--- src/mse_pkg.sv ---
// Package for the merge sort engine: shared constants, controller state type
// and the command/status structs between controller and datapath.
// No dependencies.
package mse_pkg;

  localparam int unsigned MaxItemsDef = 64;
  localparam int unsigned DataW       = 32;

  typedef enum logic [2:0] {
    ST_LOAD,
    ST_SEG,
    ST_MRD,
    ST_MWR,
    ST_ERD,
    ST_EOUT
  } mse_state_e;

  // controller -> datapath
  typedef struct packed {
    logic load;      // input word accepted
    logic start;     // input word accepted and marked last
    logic seg_init;  // set up the next merge segment
    logic mrd;       // read both merge heads
    logic mwr;       // write the smaller head to the destination store
    logic erd;       // read the next sorted word
    logic eadv;      // sorted word taken, more to come
    logic eend;      // final sorted word taken
  } mse_cmd_t;

  // datapath -> controller
  typedef struct packed {
    logic sorted;     // merge width covers the whole run
    logic seg_end;    // this write finishes the segment
    logic emit_last;  // current sorted word is the final one
  } mse_sts_t;

endpackage

--- src/mse_ctrl.sv ---
// Sequencer of the merge sort engine: load, merge passes, emission.
// Depends on mse_pkg.
module mse_ctrl (
  input  logic              clk_i,
  input  logic              rst_ni,
  input  logic              in_valid_i,
  input  logic              in_last_i,
  input  logic              out_ready_i,
  input  mse_pkg::mse_sts_t sts_i,
  output logic              in_ready_o,
  output logic              out_valid_o,
  output mse_pkg::mse_cmd_t cmd_o
);
  import mse_pkg::*;

  mse_state_e state_q, state_d;

  always_ff @(posedge clk_i or negedge rst_ni) begin
    if (!rst_ni) begin
      state_q <= ST_LOAD;
    end else begin
      state_q <= state_d;
    end
  end

  always_comb begin
    state_d = state_q;
    case (state_q)
      ST_LOAD: begin
        if (in_valid_i && in_last_i) state_d = ST_SEG;
      end
      ST_SEG:  state_d = sts_i.sorted ? ST_ERD : ST_MRD;
      ST_MRD:  state_d = ST_MWR;
      ST_MWR:  state_d = sts_i.seg_end ? ST_SEG : ST_MRD;
      ST_ERD:  state_d = ST_EOUT;
      ST_EOUT: begin
        if (out_ready_i) state_d = sts_i.emit_last ? ST_LOAD : ST_ERD;
      end
      default: state_d = ST_LOAD;
    endcase
  end

  always_comb begin
    in_ready_o     = (state_q == ST_LOAD);
    out_valid_o    = (state_q == ST_EOUT);
    cmd_o          = '0;
    cmd_o.load     = (state_q == ST_LOAD) && in_valid_i;
    cmd_o.start    = (state_q == ST_LOAD) && in_valid_i && in_last_i;
    cmd_o.seg_init = (state_q == ST_SEG) && !sts_i.sorted;
    cmd_o.mrd      = (state_q == ST_MRD);
    cmd_o.mwr      = (state_q == ST_MWR);
    cmd_o.erd      = (state_q == ST_ERD);
    cmd_o.eadv     = (state_q == ST_EOUT) && out_ready_i && !sts_i.emit_last;
    cmd_o.eend     = (state_q == ST_EOUT) && out_ready_i && sts_i.emit_last;
  end

endmodule

--- config.mk ---
export PLATFORM = sky130hd
export DESIGN_NAME = mse_ctrl
export DESIGN_NICKNAME = d
export VERILOG_FILES = /design/src/mse_pkg.sv /design/src/mse_ctrl.sv
export SDC_FILE = /design/constraint.sdc
export NUM_CORES = 1
export LEC_CHECK = 0
export ABC_AREA = 0
export BUFFER_PORTS_ARGS = -buffer_cell sky130_fd_sc_hd__buf_2
export CORE_AREA = 5 5 42 44
export CTS_CLUSTER_DIAMETER = 40
export CTS_CLUSTER_SIZE = 20
export DETAILED_ROUTE_END_ITERATION = 8
export DIE_AREA = 0 0 47 49
export SYNTH_ARGS = -nofsm -noshare
export SYNTH_HDL_FRONTEND = slang
export SYNTH_SLANG_ARGS = --single-unit
--- constraint.sdc ---
create_clock -name clk_i -period 1.1 [get_ports clk_i]
set_input_delay 0.11 -clock clk_i [delete_from_list [all_inputs] [get_ports clk_i]]
set_output_delay 0.11 -clock clk_i [all_outputs]
set_load 0.02 [all_outputs]
==> results of run 1 <==
layout make-up:
cell class,instances,area [sq um],share of cell area
clock buffers,4,26.28,0.04677
well taps,16,20.02,0.03563
flip-flops and latches,3,76.32,0.1359
repair buffers,27,226.5,0.4031
multi-input cells,21,212.7,0.3786
cells by family (layout without fill, tap and decap cells):
family          count (synthesis)  in the layout
simple gates                   15             15
compound gates                  6              6
flops                           3              3
buf+inv                         3             31
repair_timing:
item | in CTS | in global routing
setup endpoints to repair | 11 | 13
hold buffers | 1 | 0
hold endpoints to repair | 3 | 0
setup buffers | 2 | 1
pin swaps | 6 | 4
gates resized for setup | 21 | 5
power by group through the flow:
stage | clock, mW | combinational [mW] | sequential, mW
finish | 0.188 | 1.26 | 0.238
global route | 0.215 | 1.35 | 0.256
CTS | 0.195 | 1.16 | 0.238
detailed placement | 0 | 0.957 | 0.230
global placement | 0 | 0.951 | 0.225
floorplan | 0 | 0.711 | 0.193
critical path, cell delays in order, from the launching register on:
cell and delay (ns):
sky130_fd_sc_hd__dfrtp_2 0.43, sky130_fd_sc_hd__buf_6 0.13, sky130_fd_sc_hd__nor3_4 0.17, sky130_fd_sc_hd__and3_4 0.20, sky130_fd_sc_hd__buf_6 0.11
layout by cell type, fill, tap and decap left out, types with 2 or more instances in the layout:
master and n:
sky130_fd_sc_hd__buf_2 8, sky130_fd_sc_hd__buf_6 11, sky130_fd_sc_hd__buf_4 7, sky130_fd_sc_hd__dfrtp_1 2
sky130_fd_sc_hd__and3_4 2, sky130_fd_sc_hd__clkbuf_4 3
how the worst max path moves through the flow:
stage / end / slack (ns) / cells past startpoint
6_report: cmd_o[6] / -0.27 / 4
5_1_grt: cmd_o[6] / -0.36 / 4
4_1_cts: cmd_o[6] / -0.29 / 4
3_5_place_dp: cmd_o[6] / -0.11 / 4
3_3_place_gp: cmd_o[6] / -0.09 / 4
2_1_floorplan: cmd_o[6] / -0.07 / 3
per-stage QoR:
stage | util | std cells | setup TNS, ns
after floorplan | - | 27 | -0.2597
after global placement | 0.3000 | 64 | -0.2972
after detailed placement | 0.3000 | 64 | -0.3566
after CTS | 0.3821 | 71 | -2.306
after global routing | 0.4009 | 71 | -3.126
final | 0.4009 | 71 | -2.246
metal layers:
layer / share of wire / track usage / vias to the layer above
met3: 0.096 / 0.04059 / 0
met4: 0 / 0.04147 / 0
li1: - / - / 154
met2: 0.53 / 0.1380 / 13
met1: 0.38 / 0.09031 / 141
met5: 0 / 0 / -
==> flow_summary.json, run 1 <==
{
  "synth_sequential_area_ratio": 0.2941,
  "critPathKind": "reg -> out",
  "drv_cap": 0,
  "clock-sinks": 3,
  "yosys.area_share.simple": 0.3971,
  "timing.slew.headroom": 0.8099,
  "post_synth_fa_ha_maj_area_fraction": 0,
  "grt_setup_unrepaired": "yes",
  "drt_first_iter_violations": 2,
  "drt_pass1_iterations": 4,
  "largest_register_ffs": 3,
  "dp.final_hpwl_um": 600.4,
  "net_switching_power_mw": 0.6857,
  "portBuffers": 17,
  "synth.top_cells.by_count": "sky130_fd_sc_hd__dfrtp_1, sky130_fd_sc_hd__and3_1, sky130_fd_sc_hd__buf_6, sky130_fd_sc_hd__nor3_1, sky130_fd_sc_hd__nor3b_1",
  "sw_frac_of_total": 0.4065,
  "pre_cts_ws_ns": -0.1067,
  "cts_tree": "built",
  "synth_top_flop_cell": "sky130_fd_sc_hd__dfrtp_1",
  "relative_area_change_from_synthesis_to_final_layout_pct": 120.1,
  "leading_registers_by_flop_count": "state_q: 3 flops",
  "synthMostInstantiatedCell": "sky130_fd_sc_hd__dfrtp_1",
  "ios": 18,
  "power.density_cell_area_nw_per_um2": 3002,
  "failed_checks": "negative setup slack",
  "clkPwrFrac": 0.112,
  "finalHoldViolations": 0,
  "synth.yosys.warnings": 0,
  "netlist-cell-type-count": 21,
  "power.share.sequential": 0.141,
  "ctsHtreeMaxLevel": 1,
  "drt_wl_total_um": 759,
  "width_of_the_die_um": 47,
  "p_leak_nw": 0.2656,
  "syn_nets": 35,
  "critical_path.max_fanout": 5,
  "synth_async_sr_flop_share": 1.000,
  "setup_viol_count_final": 12,
  "min_to": "state_q[2]",
  "dpl-instance-area_sq_um": 420.4,
  "total_power_consumption_mw": 1.687,
  "synth_compound_area_frac": 0.1912,
  "antenna_left": 0,
  "worstSetupStartpoint": "state_q[0]",
  "synth_xor_xnor_area_share": 0,
  "hp-class": "in -> reg",
  "drive_above_1_share": 0.8000,
  "cts_buffers": 3,
  "synth_edf_count": 0,
  "reg2reg_setup_slack_ns": -0.17,
  "antenna_found_initial": 0,
  "num_antenna_cells": 0,
  "via_count": 308,
  "syn-instance-count": 27,
  "synth_top_area_frac": 0.2941,
  "worstSkewPairLatency_ns": 0.23,
  "clockRootBuffer": "sky130_fd_sc_hd__clkbuf_4",
  "cts_buffer_depth": 2,
  "fp.dieArea_sq_um": 2303,
  "fin_ws_ns": -0.2712,
  "synthDominantAreaCellType": "sky130_fd_sc_hd__dfrtp_1",
  "die_height_um": 49,
  "pin_count_of_the_biggest_net_entering_global_routing": 6,
  "route.detailed.wl_per_inst_um": 10.69,
  "maxClockFrequency_mhz": 729.3,
  "vias_per_cell": 4.338,
  "reg2reg_from": "state_q[0]",
  "result_of_the_run": "finished, violations left",
  "fin_max_slew_vios": 0,
  "internal-power_mw": 1.001,
  "critPathArrivalTime_ns": 1.26,
  "power_frac_comb": 0.747,
  "largest_register_by_flop_count": "state_q",
  "synth.top_cells.by_area": "sky130_fd_sc_hd__dfrtp_1, sky130_fd_sc_hd__buf_6, sky130_fd_sc_hd__nor3b_1",
  "finalCriticalPeriod_ns": 1.371,
  "fillers": 153,
  "timing.hold.worst_path_depth": 3,
  "core_area_sq_um": 1401,
  "track_usage": 0.08598,
  "first_global_vias": 344,
  "muxShareOfSynthArea": 0,
  "timing.critical_path.to_type": "output pin",
  "data_required_time_of_the_critical_path_ns": 0.99,
  "final_nets": 64,
  "place.gp.congestion": 0.7123,
  "grt_overflow_total": 0,
  "final.period_utilization": 1.247,
  "synthesis.area_sq_um": 255.2,
  "post_synthesis_sequential_element_count": 3,
  "path_clk_slew_ns": 0.04,
  "max-vdd-ir-drop_v": 0.001069,
  "timing_worst_slew_pin_value_ns": 0.2851,
  "syn-mean-instance-area_sq_um": 9.454,
  "rows": 14,
  "reg2reg_to": "state_q[0]",
  "fin_hold_ws_ns": 0.1936,
  "synth_top_family_by_area": "simple AND/OR/NAND/NOR gates",
  "finClkSkew_ns": 0.001188,
  "post-route-drc-count": 0,
  "grt_pass1_wl_mm": 1.442,
  "hold_start": "sts_i[2]",
  "final_area_sq_um": 561.8,
  "r2r_cells": 4,
  "initial_utilization": 0.1821,
  "start_kind": "register"
}
No activity file was read; power rests on OpenSTA's default activity.
==> run 2, diff against run 1 <==
Settings changed: CELL_PAD_IN_SITES_DETAIL_PLACEMENT set to 2, CELL_PAD_IN_SITES_GLOBAL_PLACEMENT set to 2, CORE_AREA 5 5 42 44 to 5 5 45 47, DIE_AREA 0 0 47 49 to 0 0 50 52, PLACE_DENSITY_LB_ADDON set to 0.1, RECOVER_POWER set to 50, SETUP_SLACK_MARGIN set to 0.2.
==> run 2 against run 1 <==
Net effect: the run still ends with negative setup slack left; maximum frequency down 4.8%; largest cell class unchanged; sequential share of layout area down 2.2 points; non-clock buffer count up 7; clock-buffer cell count unchanged; global-route usage up 2.1 points.
==> flow_summary.json, run 2 (synthesized netlist as in run 1, its figures left out) <==
{
  "timing.slew.headroom": 0.8338,
  "layout.cells.most_common": "sky130_fd_sc_hd__buf_6",
  "drt_pass1_iterations": 2,
  "cts_tree": "built",
  "slowest_delay_ns": 0.43,
  "wl_met2_um": 645,
  "portBuffers": 17,
  "setup_viol_count_final": 12,
  "final_nets": 71,
  "top_signal_layer_used": "met4",
  "crit_path_top_delay_cell": "sky130_fd_sc_hd__dfrtp_2",
  "fin_ws_ns": -0.3411,
  "drv_cap": 0,
  "cts_buffers": 3,
  "critical_path.max_fanout": 4,
  "drive_above_1_share": 0.8871,
  "finalCriticalPeriod_ns": 1.441,
  "relative_area_change_from_synthesis_to_final_layout_pct": 166.7,
  "fin_max_slew_vios": 0,
  "clockRootBuffer": "sky130_fd_sc_hd__clkbuf_4",
  "finClkSkew_ns": 0.003770,
  "ios": 18,
  "largest_register_ffs": 3,
  "route.detailed.wl_per_inst_um": 15.70,
  "post-route-drc-count": 0,
  "track_usage": 0.1071,
  "first_global_vias": 419,
  "grt_pass1_wl_mm": 1.952,
  "via_count": 353,
  "power.density_cell_area_nw_per_um2": 3302,
  "layout.core_utilization": 0.4217,
  "drt_first_iter_violations": 2,
  "timing_worst_slew_pin_value_ns": 0.2488,
  "start_kind": "register",
  "dp.final_hpwl_um": 853.8,
  "grt_setup_unrepaired": "yes",
  "cts_buffer_depth": 2,
  "drt_wl_total_mm": 1.240,
  "initial_utilization": 0.1581,
  "final.period_utilization": 1.310,
  "data_required_time_of_the_critical_path_ns": 0.99,
  "critPathArrivalTime_ns": 1.33,
  "width_of_the_die_um": 50,
  "grt_overflow_total": 0,
  "place.gp.congestion": 0.6654,
  "final_cell_mix": "sky130_fd_sc_hd__buf_6, sky130_fd_sc_hd__buf_4, sky130_fd_sc_hd__buf_2, sky130_fd_sc_hd__clkbuf_4",
  "antenna_found_initial": 0,
  "rows": 15,
  "path_clk_slew_ns": 0.04,
  "max-vdd-ir-drop_v": 0.001154,
  "core_area_sq_um": 1614,
  "vias_per_cell": 4.468,
  "largest_register_by_flop_count": "state_q",
  "antenna_left": 0,
  "drt-met1-wl_um": 462,
  "leading_registers_by_flop_count": "state_q: 3 flops",
  "maxClockFrequency_mhz": 693.9,
  "num_antenna_cells": 0,
  "hp-class": "in -> reg",
  "timing.critical_path.to_type": "output pin",
  "die_height_um": 52,
  "finalHoldViolations": 0,
  "failed_checks": "negative setup slack",
  "ctsHtreeMaxLevel": 1,
  "worstSkewPairLatency_ns": 0.25,
  "clock-sinks": 3,
  "pin_count_of_the_biggest_net_entering_global_routing": 6,
  "p_leak_nw": 0.3133,
  "fp.dieArea_sq_um": 2600,
  "result_of_the_run": "finished, violations left",
  "critPathKind": "reg -> out",
  "route.met3.wl_um": 99,
  "cp_cell_sequence": "buf_6, nor3_4, and3_4, buf_6",
  "crit_path_frequent_cell": "sky130_fd_sc_hd__buf_6",
  "pre_cts_ws_ns": -0.1528,
  "fin_hold_ws_ns": 0.1837
}
==> run 2: layout make-up <==
cell class	instances	area (sq um)
multi-input cells	21	249.0
fillers	179	933.4
repair buffers	34	306.5
clock buffers	4	26.28
well taps	17	21.27
flip-flops and latches	3	77.57
==> run 2: report_power, final <==
group | total [mW] | switching [mW] | internal, mW
Clock | 0.210 | 0.0731 | 0.137
Sequential | 0.266 | 0.0891 | 0.177
Combinational | 1.77 | 0.728 | 1.04
==> run 2: critical path, delay by kind of cell, from the launching register on <==
family                 cells  cell delay, ns
AND/OR/NAND/NOR            2            0.40
buffers and inverters      2            0.25
flip-flops                 1            0.43
==> run 2: worst paths after layout <==
path | startpoint | end | slack [ns] | cells after the start
worst max register to register | state_q[0] | state_q[0] | -0.28 | 5
worst min-delay path | sts_i[1] | state_q[1] | 0.18 | 3
worst min register to register | state_q[1] | state_q[2] | 0.52 | 1
min in group asynchronous | rst_ni | state_q[2] | 0.20 | 2
worst max-delay path | state_q[2] | cmd_o[6] | -0.34 | 4
max in group asynchronous | rst_ni | state_q[0] | 0.74 | 2
==> run 2: stage by stage <==
stage | std cells | power (mW) | cell area [sq um] | setup TNS, ns
2_1_floorplan | 27 | 0.9486 | 304.0 | -0.2374
3_3_place_gp | 65 | 1.206 | 429.2 | -0.3444
3_5_place_dp | 65 | 1.263 | 429.2 | -0.7965
4_1_cts | 76 | 1.906 | 599.3 | -3.032
5_1_grt | 79 | 2.401 | 680.7 | -3.759
6_report | 79 | 2.247 | 680.7 | -3.132
==> run 2: timing repair <==
action | in CTS | in global routing
endpoints found under the setup margin | 13 | 13
pin swaps | 7 | 8
gates resized for setup | 27 | 13
hold buffers | 1 | 0
hold endpoints to repair | 3 | 0
setup buffers | 6 | 3
==> run 2: per-layer routing <==
metal	global-route usage	vias to the layer above
met5	0	-
met4	0.06550	0
met3	0.05444	4
met2	0.1883	18
met1	0.09622	163
li1	-	168
